## src/rtl/core/assert_macros.svh

```systemverilog
// assertion macros shared by the key read port rtl
`ifndef ASSERT_MACROS_SVH
`define ASSERT_MACROS_SVH

// same-cycle implication, disabled during reset
`define SMCRD_ASSERT_IMP(label, clk, rst_n, ante, cons) \
    label: assert property (@(posedge clk) disable iff (!rst_n) (ante) |-> (cons)) \
        else $error("smcrd assertion failed");

// next-cycle implication, disabled during reset
`define SMCRD_ASSERT_NXT(label, clk, rst_n, ante, cons) \
    label: assert property (@(posedge clk) disable iff (!rst_n) (ante) |=> (cons)) \
        else $error("smcrd assertion failed");

`endif

```

## src/rtl/core/smcrd_pkg.sv

```systemverilog
// types, codes and key table constants for the key read port
package smcrd_pkg;

    localparam int CFG_INDEX_W = 3;
    localparam int CFG_DATA_W  = 64;
    localparam int NUM_KEY_REGS = 8;

    localparam logic [7:0] CMD_KEY_READ    = 8'h10;
    localparam logic [7:0] ST_CMD_ACCEPTED = 8'h0c;
    localparam logic [7:0] ST_KEY_BYTE     = 8'h04;
    localparam logic [7:0] ST_DATA_READY   = 8'h05;
    localparam logic [7:0] ST_DONE         = 8'h00;

    localparam logic [7:0] LENGTH_WRITE_SLOT = 8'd4;
    localparam logic [7:0] MSSD_BYTE         = 8'h03;
    localparam int        REV_BYTES          = 6;
    localparam logic [6:0] OSK1_BASE         = 7'd32;

    // key names, first character in the low byte
    localparam logic [31:0] KEY_REV  = 32'h2056_4552;
    localparam logic [31:0] KEY_OSK0 = 32'h304b_534f;
    localparam logic [31:0] KEY_OSK1 = 32'h314b_534f;
    localparam logic [31:0] KEY_NATJ = 32'h4a54_414e;
    localparam logic [31:0] KEY_MSSP = 32'h5053_534d;
    localparam logic [31:0] KEY_MSSD = 32'h4453_534d;
    localparam logic [31:0] KEY_NTOK = 32'h4b4f_544e;

    typedef enum logic [2:0] {
        ENT_NONE,
        ENT_REV,
        ENT_OSK0,
        ENT_OSK1,
        ENT_ZERO,
        ENT_THREE
    } entry_t;

    typedef struct packed {
        logic       kind;
        logic       port_is_command;
        logic       byte_access;
        logic [7:0] write_data;
    } item_t;

    typedef struct packed {
        logic [7:0] rd_byte;
        logic       unused_access;
    } result_t;

    function automatic entry_t key_entry(input logic [31:0] name);
        entry_t e;
        e = ENT_NONE;
        if (name == KEY_REV)
        begin
            e = ENT_REV;
        end
        else if (name == KEY_OSK0)
        begin
            e = ENT_OSK0;
        end
        else if (name == KEY_OSK1)
        begin
            e = ENT_OSK1;
        end
        else if (name == KEY_NATJ || name == KEY_MSSP || name == KEY_NTOK)
        begin
            e = ENT_ZERO;
        end
        else if (name == KEY_MSSD)
        begin
            e = ENT_THREE;
        end
        return e;
    endfunction

    function automatic logic [7:0] rev_byte(input logic [2:0] idx);
        logic [7:0] b;
        case (idx)
            3'd0:    b = 8'h01;
            3'd1:    b = 8'h13;
            3'd2:    b = 8'h0f;
            3'd5:    b = 8'h03;
            default: b = 8'h00;
        endcase
        return b;
    endfunction

endpackage

```

## src/rtl/core/smc_key_read_port_device_top.sv

```systemverilog
// key read port: a plain access returns a registered result; a buffered data read
// passes the buffer output register and S_READ, and the length write first runs
// S_COPY, writing the entry's bytes (6, MAX_ENTRY_BYTES, 1 or none if unknown) one per cycle.
// busy covers S_READ and S_COPY; one item per cycle otherwise, results cannot stall.
// rst_n clears all control state, the device key and the buffer valid bits at once,
// so the readout buffer reads as zero after reset without a clearing pass.
`include "assert_macros.svh"

module smc_key_read_port_device_top #(
    parameter int BUFFER_DEPTH    = 256,
    parameter int MAX_ENTRY_BYTES = 32
) (
    input  logic                                clk,
    input  logic                                rst_n,
    input  logic                                start,
    output logic                                busy,
    input  smcrd_pkg::item_t                    item,
    output logic                                done,
    output smcrd_pkg::result_t                  result,
    input  logic                                cfg_we,
    input  logic [smcrd_pkg::CFG_INDEX_W-1:0]   cfg_index,
    input  logic [smcrd_pkg::CFG_DATA_W-1:0]    cfg_data
);

    localparam int AW = $clog2(BUFFER_DEPTH);
    localparam int CW = $clog2(MAX_ENTRY_BYTES + 1);
    localparam int WW = (CW > AW) ? CW : AW;

    typedef enum logic [1:0] {
        S_IDLE,
        S_READ,
        S_COPY
    } state_t;

    state_t                 state_reg;
    logic                   done_reg;
    smcrd_pkg::result_t     result_reg;

    logic [7:0]             cmd_reg;
    logic [7:0]             status_reg;
    logic [7:0]             wcount_reg;
    logic [7:0]             len_reg;
    logic [7:0]             pos_reg;
    logic [31:0]            key_name_reg;
    smcrd_pkg::entry_t      entry_reg;
    logic [CW-1:0]          copy_len_reg;
    logic [CW-1:0]          copy_cnt_reg;

    logic [smcrd_pkg::NUM_KEY_REGS-1:0][smcrd_pkg::CFG_DATA_W-1:0] dev_key_reg;

    logic [7:0]             mem [BUFFER_DEPTH];
    logic [7:0]             mem_q_reg;
    logic [BUFFER_DEPTH-1:0] valid_reg;
    logic                   rd_hit_reg;

    logic                   accept;
    logic                   data_read;
    logic                   rd_in_range;
    logic [AW-1:0]          rd_addr;
    logic [7:0]             pos_next;
    smcrd_pkg::entry_t      new_entry;
    logic [CW-1:0]          new_len;
    logic [WW-1:0]          wr_idx;
    logic                   wr_in_range;
    logic [AW-1:0]          wr_addr;
    logic [6:0]             src_idx;
    logic [7:0]             key_byte;
    logic [7:0]             copy_byte;
    logic                   mem_we;
    logic                   copy_last;

    assign busy   = (state_reg != S_IDLE);
    assign accept = start && !busy;
    assign done   = done_reg;
    assign result = result_reg;

    assign data_read = item.byte_access && !item.kind && !item.port_is_command
                    && (cmd_reg == smcrd_pkg::CMD_KEY_READ) && (pos_reg < len_reg);
    assign rd_in_range = ({1'b0, pos_reg} < 9'(BUFFER_DEPTH));
    assign rd_addr     = pos_reg[AW-1:0];
    assign pos_next    = pos_reg + 8'd1;

    assign new_entry = smcrd_pkg::key_entry(key_name_reg);

    always_comb
    begin
        case (new_entry)
            smcrd_pkg::ENT_REV:   new_len = CW'(smcrd_pkg::REV_BYTES);
            smcrd_pkg::ENT_OSK0:  new_len = CW'(MAX_ENTRY_BYTES);
            smcrd_pkg::ENT_OSK1:  new_len = CW'(MAX_ENTRY_BYTES);
            smcrd_pkg::ENT_ZERO:  new_len = CW'(1);
            smcrd_pkg::ENT_THREE: new_len = CW'(1);
            default:              new_len = '0;
        endcase
    end

    assign wr_idx      = WW'(copy_cnt_reg);
    assign wr_in_range = ({1'b0, wr_idx} < (WW + 1)'(BUFFER_DEPTH));
    assign wr_addr     = wr_idx[AW-1:0];
    assign src_idx     = 7'(copy_cnt_reg)
                       + ((entry_reg == smcrd_pkg::ENT_OSK1) ? smcrd_pkg::OSK1_BASE : 7'd0);
    assign key_byte    = src_idx[6] ? 8'h00
                       : dev_key_reg[src_idx[5:3]][{src_idx[2:0], 3'b000} +: 8];
    assign mem_we      = (state_reg == S_COPY) && wr_in_range;
    assign copy_last   = (copy_cnt_reg == copy_len_reg - CW'(1));

    always_comb
    begin
        case (entry_reg)
            smcrd_pkg::ENT_REV:   copy_byte = smcrd_pkg::rev_byte(copy_cnt_reg[2:0]);
            smcrd_pkg::ENT_OSK0:  copy_byte = key_byte;
            smcrd_pkg::ENT_OSK1:  copy_byte = key_byte;
            smcrd_pkg::ENT_THREE: copy_byte = smcrd_pkg::MSSD_BYTE;
            default:              copy_byte = 8'h00;
        endcase
    end

    // device key registers
    always_ff @(posedge clk or negedge rst_n)
    begin
        if (!rst_n)
        begin
            dev_key_reg <= '0;
        end
        else if (cfg_we)
        begin
            dev_key_reg[cfg_index] <= cfg_data;
        end
    end

    // readout buffer
    always_ff @(posedge clk)
    begin
        if (mem_we)
        begin
            mem[wr_addr] <= copy_byte;
        end
        if (accept && data_read)
        begin
            mem_q_reg <= mem[rd_addr];
        end
    end

    always_ff @(posedge clk or negedge rst_n)
    begin
        if (!rst_n)
        begin
            valid_reg  <= '0;
            rd_hit_reg <= 1'b0;
        end
        else
        begin
            if (mem_we)
            begin
                valid_reg[wr_addr] <= 1'b1;
            end
            if (accept && data_read)
            begin
                rd_hit_reg <= rd_in_range && valid_reg[rd_addr];
            end
        end
    end

    // control and registered result
    always_ff @(posedge clk or negedge rst_n)
    begin
        if (!rst_n)
        begin
            state_reg    <= S_IDLE;
            done_reg     <= 1'b0;
            result_reg   <= '0;
            cmd_reg      <= '0;
            status_reg   <= smcrd_pkg::ST_DONE;
            wcount_reg   <= '0;
            len_reg      <= '0;
            pos_reg      <= '0;
            key_name_reg <= '0;
            entry_reg    <= smcrd_pkg::ENT_NONE;
            copy_len_reg <= '0;
            copy_cnt_reg <= '0;
        end
        else
        begin
            done_reg <= 1'b0;
            case (state_reg)
                S_IDLE:
                begin
                    if (accept)
                    begin
                        done_reg   <= 1'b1;
                        result_reg <= '0;
                        if (!item.byte_access)
                        begin
                            result_reg.unused_access <= !item.kind;
                        end
                        else if (!item.kind)
                        begin
                            if (item.port_is_command)
                            begin
                                result_reg.rd_byte <= status_reg;
                            end
                            else if (data_read)
                            begin
                                pos_reg    <= pos_next;
                                status_reg <= (pos_next == len_reg) ? smcrd_pkg::ST_DONE
                                                                    : smcrd_pkg::ST_DATA_READY;
                                done_reg   <= 1'b0;
                                state_reg  <= S_READ;
                            end
                        end
                        else if (item.port_is_command)
                        begin
                            if (item.write_data == smcrd_pkg::CMD_KEY_READ)
                            begin
                                status_reg <= smcrd_pkg::ST_CMD_ACCEPTED;
                            end
                            cmd_reg    <= item.write_data;
                            wcount_reg <= '0;
                            pos_reg    <= '0;
                        end
                        else if (cmd_reg == smcrd_pkg::CMD_KEY_READ)
                        begin
                            if (wcount_reg < smcrd_pkg::LENGTH_WRITE_SLOT)
                            begin
                                key_name_reg[{wcount_reg[1:0], 3'b000} +: 8] <= item.write_data;
                                status_reg <= smcrd_pkg::ST_KEY_BYTE;
                            end
                            else if (wcount_reg == smcrd_pkg::LENGTH_WRITE_SLOT)
                            begin
                                len_reg      <= item.write_data;
                                status_reg   <= smcrd_pkg::ST_DATA_READY;
                                pos_reg      <= '0;
                                entry_reg    <= new_entry;
                                copy_len_reg <= new_len;
                                copy_cnt_reg <= '0;
                                if (new_len != '0)
                                begin
                                    done_reg  <= 1'b0;
                                    state_reg <= S_COPY;
                                end
                            end
                            wcount_reg <= wcount_reg + 8'd1;
                        end
                    end
                end
                S_READ:
                begin
                    done_reg                 <= 1'b1;
                    result_reg.rd_byte       <= rd_hit_reg ? mem_q_reg : 8'h00;
                    result_reg.unused_access <= 1'b0;
                    state_reg                <= S_IDLE;
                end
                S_COPY:
                begin
                    copy_cnt_reg <= copy_cnt_reg + CW'(1);
                    if (copy_last)
                    begin
                        done_reg   <= 1'b1;
                        result_reg <= '0;
                        state_reg  <= S_IDLE;
                    end
                end
                default:
                begin
                    state_reg <= S_IDLE;
                end
            endcase
        end
    end

    `SMCRD_ASSERT_IMP(a_pos_within_len, clk, rst_n, 1'b1, pos_reg <= len_reg)
    `SMCRD_ASSERT_IMP(a_status_code, clk, rst_n, 1'b1,
        status_reg == smcrd_pkg::ST_DONE || status_reg == smcrd_pkg::ST_KEY_BYTE ||
        status_reg == smcrd_pkg::ST_DATA_READY || status_reg == smcrd_pkg::ST_CMD_ACCEPTED)
    `SMCRD_ASSERT_IMP(a_copy_bound, clk, rst_n, state_reg == S_COPY,
        copy_cnt_reg < copy_len_reg)
    `SMCRD_ASSERT_NXT(a_read_delivers, clk, rst_n, state_reg == S_READ,
        done_reg && state_reg == S_IDLE)

endmodule

```

## config.mk

```make
export PLATFORM = sky130hd
export DESIGN_NAME = smc_key_read_port_device_top
export DESIGN_NICKNAME = d
export VERILOG_FILES = /design/src/rtl/core/smcrd_pkg.sv /design/src/rtl/core/smc_key_read_port_device_top.sv
export VERILOG_INCLUDE_DIRS = /design/src /design/src/rtl/core
export SDC_FILE = /design/constraint.sdc
export NUM_CORES = 1
export LEC_CHECK = 0
export BUFFER_PORTS_ARGS = -buffer_cell sky130_fd_sc_hd__buf_2
export CORE_MARGIN = 2
export CORE_UTILIZATION = 55
export DETAILED_ROUTE_END_ITERATION = 12
export PLACE_DENSITY_LB_ADDON = 0.08
export SYNTH_ARGS = -nofsm -noshare
export SYNTH_HDL_FRONTEND = slang
export SYNTH_SLANG_ARGS = --single-unit
```

## constraint.sdc

```tcl
create_clock -name clk -period 10.2 [get_ports clk]
set_clock_uncertainty 0.1 [all_clocks]
set_input_delay 1.02 -clock clk [delete_from_list [all_inputs] [get_ports clk]]
set_output_delay 1.02 -clock clk [all_outputs]
set_load 0.02 [all_outputs]
```

==> key figures, run 1 <==
Synth
  • Multiplexer share of the synthesized area: 26.0%
  • Largest cells by area after synthesis: dfrtp_1, edfxtp_1, mux4_2, mux2_2, nand2_1
  • Register area share after synthesis: a little under two thirds
  • Post-synth top cells: dfrtp_1, mux2_2, edfxtp_1
  • Largest family of logic cells by synthesized area: multiplexers
  • Ys flop type: dfrtp_1
  • Post-synthesis xor/xnor area fraction: 0.361%
  • Syn nets: about 3100
  • Post-synth top area cell: dfrtp_1
  • EDFF count, synth: 520
  • Syn_area_per_cell: between 15 and 20 sq um
  • Synth Cell Area: 50900 sq um
  • Gate Count Post-Synth: around 3000
  • Count leader, synth: dfrtp_1
  • Post-Synth Adder-Cell Area: 0.639%
  • Share of the synthesized area in the top cell type: 32.8%
  • Post-synthesis register bit count: 1188
  • Yosys warns: 0
  • Post-synthesis simple-gate area fraction: approximately 4.5%
  • Post-synthesis compound-gate area fraction: 3.39%
  • FFs w/ async S/R, synth: 56.2%
  • Synth unique cells: 74

Clocking
  • CTS buffer count: 119
  • Sink Count: 1188
  • Clk_lat worst skew: 720 ps
  • CTS tree: done
  • Post-CTS sizing: 0
  • H-tree depth: 3
  • Clock transition at path regs: 60 ps
  • Clk buf depth: 3
  • Root Buffer: clkbuf_16
  • Hold Buf Count CTS: 0
  • Setup Fix Bufs, Post-CTS: 0

Cells and area
  • Fillers: 6584
  • Fin nets: 3212
  • Sequential cell area: 32300 sq um
  • Layout cell share with drive strength beyond 1: 37.9%
  • Multi-input gate area: 17900 sq um
  • Layout area overhead: 11.5%

Route
  • Post-DRT Antenna Nets: 0
  • DRC errors left: 0
  • Vias per cell: 6.39
  • Vias: 28100
  • Detailed-router iteration count before antenna repair: 7
  • Violation count after the first detailed-routing iteration: 2514
  • WL final: 125000 microns
  • Per-cell routed wire length: 28.4 microns

Setup path
  • Critical Path End Type: flip-flop
  • CP cell instances: ha_2, nor2_1, a22oi_1, and3_1, a31oi_1, a32o_2, buf_4
  • Max incr delay on CP: 940 ps
  • Kind of critical path: reg2reg
  • WP data arrival: approximately 4800 ps
  • Required @ worst endpoint: 10520 ps
  • Crit path launch type: flip-flop
  • Worst path slowest cell: nor2_1
  • Critical path fanouts, max: 64

STA
  • Slew headroom: 17.1%
  • # setup viols final: 0
  • RSZ-0062 raised after global routing: false
  • WHS: about 270 ps
  • Tightest Pin Transition: 1240 ps
  • Setup WS post-layout: 5700 ps
  • Slew Viols, Final: 0
  • Final setup TNS: 0 ps
  • Part of the cycle the worst path needs: 44.2%
  • Fmax: 222 MHz
  • Endpoints failing hold: 0
  • Fin crit period: 4500 ps

Die
  • Die Wd: 308 microns
  • Initial Utilization: 55.5%
  • IO Pins: 93
  • Die Height: between 300 and 400 microns
  • Cell row count: roughly 110
  • Core Region: just over 90000 sq um
  • Die ar.: 95000 sq um

Outcome
  • Status: finished, final reports clean

Global route
  • Congestion Overflow GR: 0
  • All-layer global routing usage: 27.0%
  • Antenna violations before repair: 17
  • Vias in the first global route: a little under 30000
  • Largest net degree at the start of global routing: 181
  • Global-route wire length before repair: roughly 190000 microns

Job
  • Max_cap viols: 0

Place
  • Worst slack, placed: 5790 ps
  • Post-DP HPWL: approximately 76000 microns
  • Routability Congestion: ~0.83
  • Buffers on Ports: 92

Pwr
  • Lkg Pwr: 21.7 nW
  • Pwr dens: 222 nW/um^2
  • Maximum VDD drop: around 0.18 mV

Hold path
  • Worst min path class: in2async
[final timing paths]
kind	start	endpoint	slack (ps)	cells after the start
setup / recovery	copy_cnt_reg[5]	mem[11][4]	5700	7
hold / removal	rst_n	dev_key_reg[456]	270	1
setup reg to reg	copy_cnt_reg[5]	mem[11][4]	5700	7
hold reg to reg	valid_reg[24]	valid_reg[24]	360	1
max in group asynchronous	rst_n	dev_key_reg[294]	7690	3
min in group clk	valid_reg[24]	valid_reg[24]	360	1
[final cells by class]
class	instances	share of cell area, %
clock inverter	62	1.30
timing repair buffer	139	1.54
tap	1186	2.62
inverter	27	0.179
multi-input combinational	1629	31.5
sequential	1188	57.0
antenna	2	0.00882
clock buffer	157	5.86
[critical path, delay by kind of cell (launching register included)]
family / cells / cell delay, ps
simple gates: 2 / 1240
flops: 1 / 820
compound gates: 3 / 900
fa+ha+maj: 1 / 570
buf+inv: 1 / 500
[per-stage QoR]
stage | total power, mW | cell area [sq um] | util (%) | std cells
after floorplan | 7.59 | 50900 | - | 3022
after global placement | 8.14 | 52700 | 57.4 | 4169
after detailed placement | 8.26 | 52700 | 57.5 | 4169
after CTS | 12.7 | 56700 | 61.9 | 4388
after global routing | 13.1 | 56700 | 61.9 | 4390
final | 12.6 | 56700 | 61.9 | 4390
[layer usage]
| layer | vias up | share of wire, % | track usage [%] | wire length, microns |
|---|---|---|---|---|
| li1 | 11900 | - | - | - |
| met1 | 15100 | 40 | 36.2 | 49800 |
| met2 | 835 | 52 | 46.2 | 64300 |
| met3 | 220 | 5.8 | 4.30 | 7170 |
| met4 | 18 | 2.5 | 7.59 | 3120 |
| met5 | - | 0.092 | 0 | 114 |
[cells by family (layout without fill, tap and decap cells)]
kind of cell	count (synthesis)	in the layout
DFF	1188	1188
muxes	866	866
and+or+nand+nor	462	462
AOI/OAI and AO/OA	254	254
adders and majority gates	26	26
buffers and inverters	205	385
xor gates and xnor gates	21	21
other	0	2
[cell usage in the layout, fill, tap and decap left out, types with 36 or more instances in the layout]
master / Yosys / routed
dfrtp_1: 668 / 662
a22oi_1: 36 / 36
buf_4: 1 / 43
o21ai_0: 73 / 71
mux2_2: 527 / 527
nor2_1: 104 / 103
mux4_2: 311 / 311
nand2_1: 165 / 165
buf_2: 36 / 91
clkbuf_16: 0 / 120
edfxtp_1: 520 / 520
[report_power, final]
| group | switching [mW] | internal, mW |
|---|---|---|
| combinational | 1.04 | 1.17 |
| clock | 1.86 | 2.62 |
| sequential | 0.298 | 5.64 |
(Power assumes the default switching activity.)
==> run 2: changes to the inputs <==
==> constraint.sdc (replaced) <==
create_clock -name clk -period 4.4 [get_ports clk]
set_clock_uncertainty 0.1 [all_clocks]
set_input_delay 0.44 -clock clk [delete_from_list [all_inputs] [get_ports clk]]
set_output_delay 0.44 -clock clk [all_outputs]
set_load 0.02 [all_outputs]
==> key figures, run 2 (synthesized netlist as in run 1, its figures left out) <==
Setup path
  • Critical Path End Type: flip-flop
  • Worst path slowest cell: a32o_2
  • Critical path fanouts, max: 64 (unchanged)
  • R2R Setup Slk: 490 ps (-5200 ps)
  • Required @ worst endpoint: 4610 ps (-5910 ps)
  • Crit path launch type: flip-flop
  • WP data arrival: 4120 ps (-700 ps)
  • Max incr delay on CP: 1130 ps (+190 ps)
  • Kind of critical path: reg2reg
  • CP cell instances: nor3b_1, ha_2, nor2_1, a22oi_1, and3_1, a31oi_1, a32o_2

Clocking
  • CTS tree: done
  • Root Buffer: clkbuf_16
  • H-tree depth: 3 (unchanged)
  • Sink Count: 1188 (unchanged)
  • CTS buffer count: 120 (+0.84%)
  • Clk_lat worst skew: 710 ps (about the same)
  • Clock transition at path regs: 60 ps (about the same)
  • Clk buf depth: 3 (unchanged)

Die
  • Die ar.: 95000 sq um (unchanged)
  • Die Wd: 308 microns (unchanged)
  • IO Pins: 93 (unchanged)
  • Die Height: 308 microns (unchanged)
  • Cell row count: 111 (unchanged)
  • Core Region: 91700 sq um (unchanged)
  • Initial Utilization: 55.5% (unchanged)

STA
  • Part of the cycle the worst path needs: 88.8% (+45 points)
  • Fmax: 256 MHz (+15%)
  • RSZ-0062 raised after global routing: false
  • Tightest Pin Transition: 1320 ps (+85.7 ps)
  • Fin crit period: 3910 ps (-596 ps)
  • Slew Viols, Final: 0 (unchanged)
  • Endpoints failing hold: 0 (unchanged)
  • Slew headroom: 11.7% (-5.4 points)
  • Final setup TNS: 0 ps (unchanged)
  • Setup WS post-layout: 492 ps (-5200 ps)
  • # setup viols final: 0 (unchanged)

Cells and area
  • Commonest cells after routing, fill and taps aside: dfrtp_1, mux2_2, edfxtp_1
  • Layout area overhead: 14.3%
  • Fillers: 6559 (-0.38%)
  • Layout cell share with drive strength beyond 1: 38.2% (+0.29 points)
  • Fin util: 63.5% (+1.6 points)
  • Finished Layout Cells: 4540 (+3.4%)
  • Fin nets: 3353 (+4.4%)
  • Commonest non-fill, non-tap cell in the layout: dfrtp_1

Place
  • Worst slack, placed: 564 ps (-5230 ps)
  • Post-DP HPWL: 76300 microns (+0.76%)
  • Buffers on Ports: 92 (unchanged)
  • Routability Congestion: 0.859 (+3.6%)
  • Dpl cells: 4234 (+1.6%)

Route
  • WL final: 121000 microns (-2.5%)
  • Post-DRT Antenna Nets: 0 (unchanged)
  • Violation count after the first detailed-routing iteration: 2542 (+1.1%)
  • Vias: 28300 (+0.69%)
  • Detailed-router iteration count before antenna repair: 5 (-2)
  • Per-cell routed wire length: 26.8 microns (-5.7%)
  • Vias per cell: 6.22 (-2.6%)
  • DRC errors left: 0 (unchanged)

Outcome
  • Status: finished, final reports clean

Pwr
  • Pwr dens: 504 nW/um^2 (+130%)
  • Maximum VDD drop: 0.323 mV (+75%)
  • Lkg Pwr: 22.5 nW (+3.3%)
  • Overall power: 29.3 mW (+130%)

Global route
  • Antenna violations before repair: 11 (-6)
  • Congestion Overflow GR: 0 (unchanged)
  • Largest net degree at the start of global routing: 111 (-39%)
  • All-layer global routing usage: 26.4% (-0.64 points)
  • Global-route wire length before repair: 188000 microns (-1.2%)
  • Vias in the first global route: 30400 (+2.1%)

Job
  • Max_cap viols: 0 (unchanged)

Hold path
  • Worst min path class: in2reg
run 2: cell count changes in the layout (fill, tap and decap cells not counted), sizes merged:
cell and delta:
buf +65, diode +2, inv +3, bufinv -4
clkbuf +5, dlygate4sd3 +75, clkinv +4
run 2: final timing paths:
kind                                    from                to  cells past startpoint
worst max-delay path            entry_reg[2]        mem[29][4]                      7
worst min-delay path                item[10]     status_reg[3]                      3
worst max register to register  entry_reg[2]        mem[29][4]                      7
worst min register to register  valid_reg[2]      valid_reg[2]                      1
max in group asynchronous              rst_n     valid_reg[11]                      4
min in group asynchronous              rst_n  dev_key_reg[392]                      2
run 2: layout make-up:
cell class | count | area [sq um] | area share [%]
Antenna cell | 4 | 10.0 | 0.0172
Clock buffer | 162 | 3390 | 5.83
Clock inverter | 65 | 596 | 1.02
Inverter | 27 | 101 | 0.174
Multi-Input combinational cell | 1629 | 17800 | 30.7
Sequential cell | 1188 | 32300 | 55.6
Tap cell | 1186 | 1480 | 2.55
Timing Repair Buffer | 279 | 2400 | 4.12
run 2: through the flow:
stage / hold slack, ps / area [sq um]
after floorplan: 44.4 / 50900
after global placement: 333 / 53400
after detailed placement: 340 / 53400
after CTS: 100 / 58200
after global routing: 148 / 58200
final: 151 / 58200
run 2: critical path: cells and delay by family, from the launching register on:
family | cells | cell delay [ps]
AOI/OAI and AO/OA | 3 | 1640
adders and majority gates | 1 | 400
DFF | 1 | 450
and+or+nand+nor | 3 | 880
run 2: where the power goes:
group	internal [mW]	switching [mW]	total, mW
combinational	2.82	2.52	5.34
sequential	13.1	0.728	13.8
clock	5.92	4.27	10.2
total	21.8	7.52	29.3
run 2: routing by layer:
metal	up-vias	global-route usage (%)	share of wire, %
met1	15100	36.2	42
met3	217	4.16	5.0
met5	-	0	0.066
met4	12	9.12	3.5
li1	12200	-	-
met2	759	43.5	49
run 2: what timing repair did:
item	4_1_cts	5_1_grt
setup buffers	0	0
hold endpoints to repair	636	0
gates resized for setup	0	0
hold buffers	75	0
==> run 3: changes to the inputs <==
--- a/config.mk
+++ b/config.mk
@@ -9,6 +9,8 @@
 export BUFFER_PORTS_ARGS = -buffer_cell sky130_fd_sc_hd__buf_2
 export CORE_MARGIN = 2
 export CORE_UTILIZATION = 55
+export CTS_BUF_LIST = sky130_fd_sc_hd__clkbuf_16
+export CTS_CLUSTER_SIZE = 16
 export DETAILED_ROUTE_END_ITERATION = 12
 export PLACE_DENSITY_LB_ADDON = 0.08
 export SYNTH_ARGS = -nofsm -noshare
==> key figures, run 3 (synthesized netlist as in run 1, its figures left out) <==
Pwr
  • Overall power: 28.9 mW (-1.4%)
  • Pwr dens: 499 nW/um^2 (-1.1%)
  • Maximum VDD drop: 0.324 mV (+0.11%)
  • Lkg Pwr: 22.4 nW (-0.16%)

Global route
  • Vias in the first global route: 30400 (-0.046%)
  • All-layer global routing usage: 26.4% (+0.047 points)
  • Congestion Overflow GR: 0 (unchanged)
  • Antenna violations before repair: 11 (unchanged)
  • Largest net degree at the start of global routing: 111 (unchanged)
  • Global-route wire length before repair: 188000 microns (+0.13%)

Route
  • Detailed-router iteration count before antenna repair: 7 (+2)
  • Post-DRT Antenna Nets: 0 (unchanged)
  • Per-cell routed wire length: 26.8 microns (+0.24%)
  • WL final: 122000 microns (+0.26%)
  • Vias per cell: 6.23 (about the same)
  • DRC errors left: 0 (unchanged)
  • Violation count after the first detailed-routing iteration: 2440 (-4.0%)
  • Vias: 28300 (+0.067%)

Clocking
  • H-tree depth: 3 (unchanged)
  • Clock transition at path regs: 60 ps (about the same)
  • Post-CTS sizing: 0 (unchanged)
  • Root Buffer: clkbuf_16
  • Setup Fix Bufs, Post-CTS: 0 (unchanged)
  • Clk_lat worst skew: 700 ps (about the same)
  • CTS tree: done
  • CTS buffer count: 120 (unchanged)
  • Sink Count: 1188 (unchanged)
  • Clk buf depth: 3 (unchanged)

Die
  • Die ar.: 95000 sq um (unchanged)
  • IO Pins: 93 (unchanged)
  • Cell row count: 111 (unchanged)
  • Initial Utilization: 55.5% (unchanged)
  • Core Region: 91700 sq um (unchanged)
  • Die Height: 308 microns (unchanged)
  • Die Wd: 308 microns (unchanged)

Setup path
  • Critical path fanouts, max: 64 (unchanged)
  • FF-to-FF path depth: 7 (unchanged)
  • Kind of critical path: reg2reg
  • CP Launch Point: entry_reg[2]
  • Critical R2R Launch: entry_reg[2]
  • WP data arrival: 4120 ps (about the same)
  • Crit path launch type: flip-flop
  • Required @ worst endpoint: 4610 ps (about the same)
  • Critical Path End Type: flip-flop

Cells and area
  • Layout cell share with drive strength beyond 1: 37.6% (-0.63 points)
  • Commonest cells after routing, fill and taps aside: dfrtp_1, mux2_2, edfxtp_1
  • Commonest non-fill, non-tap cell in the layout: dfrtp_1
  • Layout area overhead: 13.9%
  • Fin nets: 3353 (unchanged)
  • Finished Layout Cells: 4541 (+0.022%)

Job
  • Max_cap viols: 0 (unchanged)

Outcome
  • Status: finished, final reports clean

STA
  • Endpoints failing hold: 0 (unchanged)
  • Slew headroom: 11.4% (-0.25 points)
  • Part of the cycle the worst path needs: 88.9% (about the same)
  • Setup WS post-layout: 489 ps (-3.28 ps)
  • Slew Viols, Final: 0 (unchanged)
  • Fmax: 256 MHz (about the same)
  • WHS: 151 ps (-0.433 ps)
  • Tightest Pin Transition: 1330 ps (+3.69 ps)
  • Final setup TNS: 0 ps (unchanged)
  • # setup viols final: 0 (unchanged)
  • RSZ-0062 raised after global routing: false
  • Fin crit period: 3910 ps (+3.28 ps)

Hold path
  • Hold depth: 3 (unchanged)
  • Hold Crit Start: item[10]
  • Worst min path class: in2reg

Place
  • Post-DP HPWL: 76300 microns (unchanged)
  • Routability Congestion: 0.859 (unchanged)
  • Buffers on Ports: 92 (unchanged)
  • Dpl cells: 4234 (unchanged)
  • Worst slack, placed: 564 ps (unchanged)
-- run 3: cell type report --
type,count,area [sq um]
well taps,1186,1480
diodes,5,12.5
clock inverters,106,749
clock buffers,121,3030
flip-flops and latches,1188,32300
fillers,6589,33700
repair buffers,279,2400
inverters,27,101
multi-input cells,1629,17800
-- run 3: layer usage --
metal	routed length (microns)	share of wire, %	vias to the layer above	track usage, %
met5	80	0.066	-	0
met4	4170	3.4	12	9.11
met3	6180	5.1	216	4.15
met2	60300	50	756	43.5
met1	51000	42	15100	36.3
li1	-	-	12200	-
-- run 3: worst max-delay path: stages (launching register included) --
cell,delay [ps]
dfrtp_1,450
nor3b_1,240
ha_2,400
nor2_1,450
a22oi_1,190
and3_1,200
a31oi_1,320
a32o_2,1130
-- run 3: timing repair --
item	in CTS	in global routing
hold buffers	75	0
endpoints found under the setup margin	0	0
endpoints found under the hold margin	642	0
-- run 3: final timing paths --
path,to,slack [ps]
worst max-delay path,mem[29][4],490
worst min-delay path,status_reg[3],150
worst max register to register,mem[29][4],490
worst min register to register,valid_reg[2],350
max in group asynchronous,valid_reg[11],2580
min in group asynchronous,dev_key_reg[392],290
-- run 3: power by group --
part | switching (mW) | internal [mW] | total [mW] | leakage, nW
combinational | 2.52 | 2.82 | 5.34 | 7.59
sequential | 0.727 | 13.1 | 13.8 | 12.9
clock | 4.26 | 5.50 | 9.76 | 1.94
total | 7.51 | 21.4 | 28.9 | 22.4
-- run 3: metrics by stage --
step / cell area [sq um] / util (%)
4_1_cts: 58000 / 63.2
3_3_place_gp: 53400 / 58.3
2_1_floorplan: 50900 / -
5_1_grt: 58000 / 63.2
3_5_place_dp: 53400 / 58.3
6_report: 58000 / 63.2
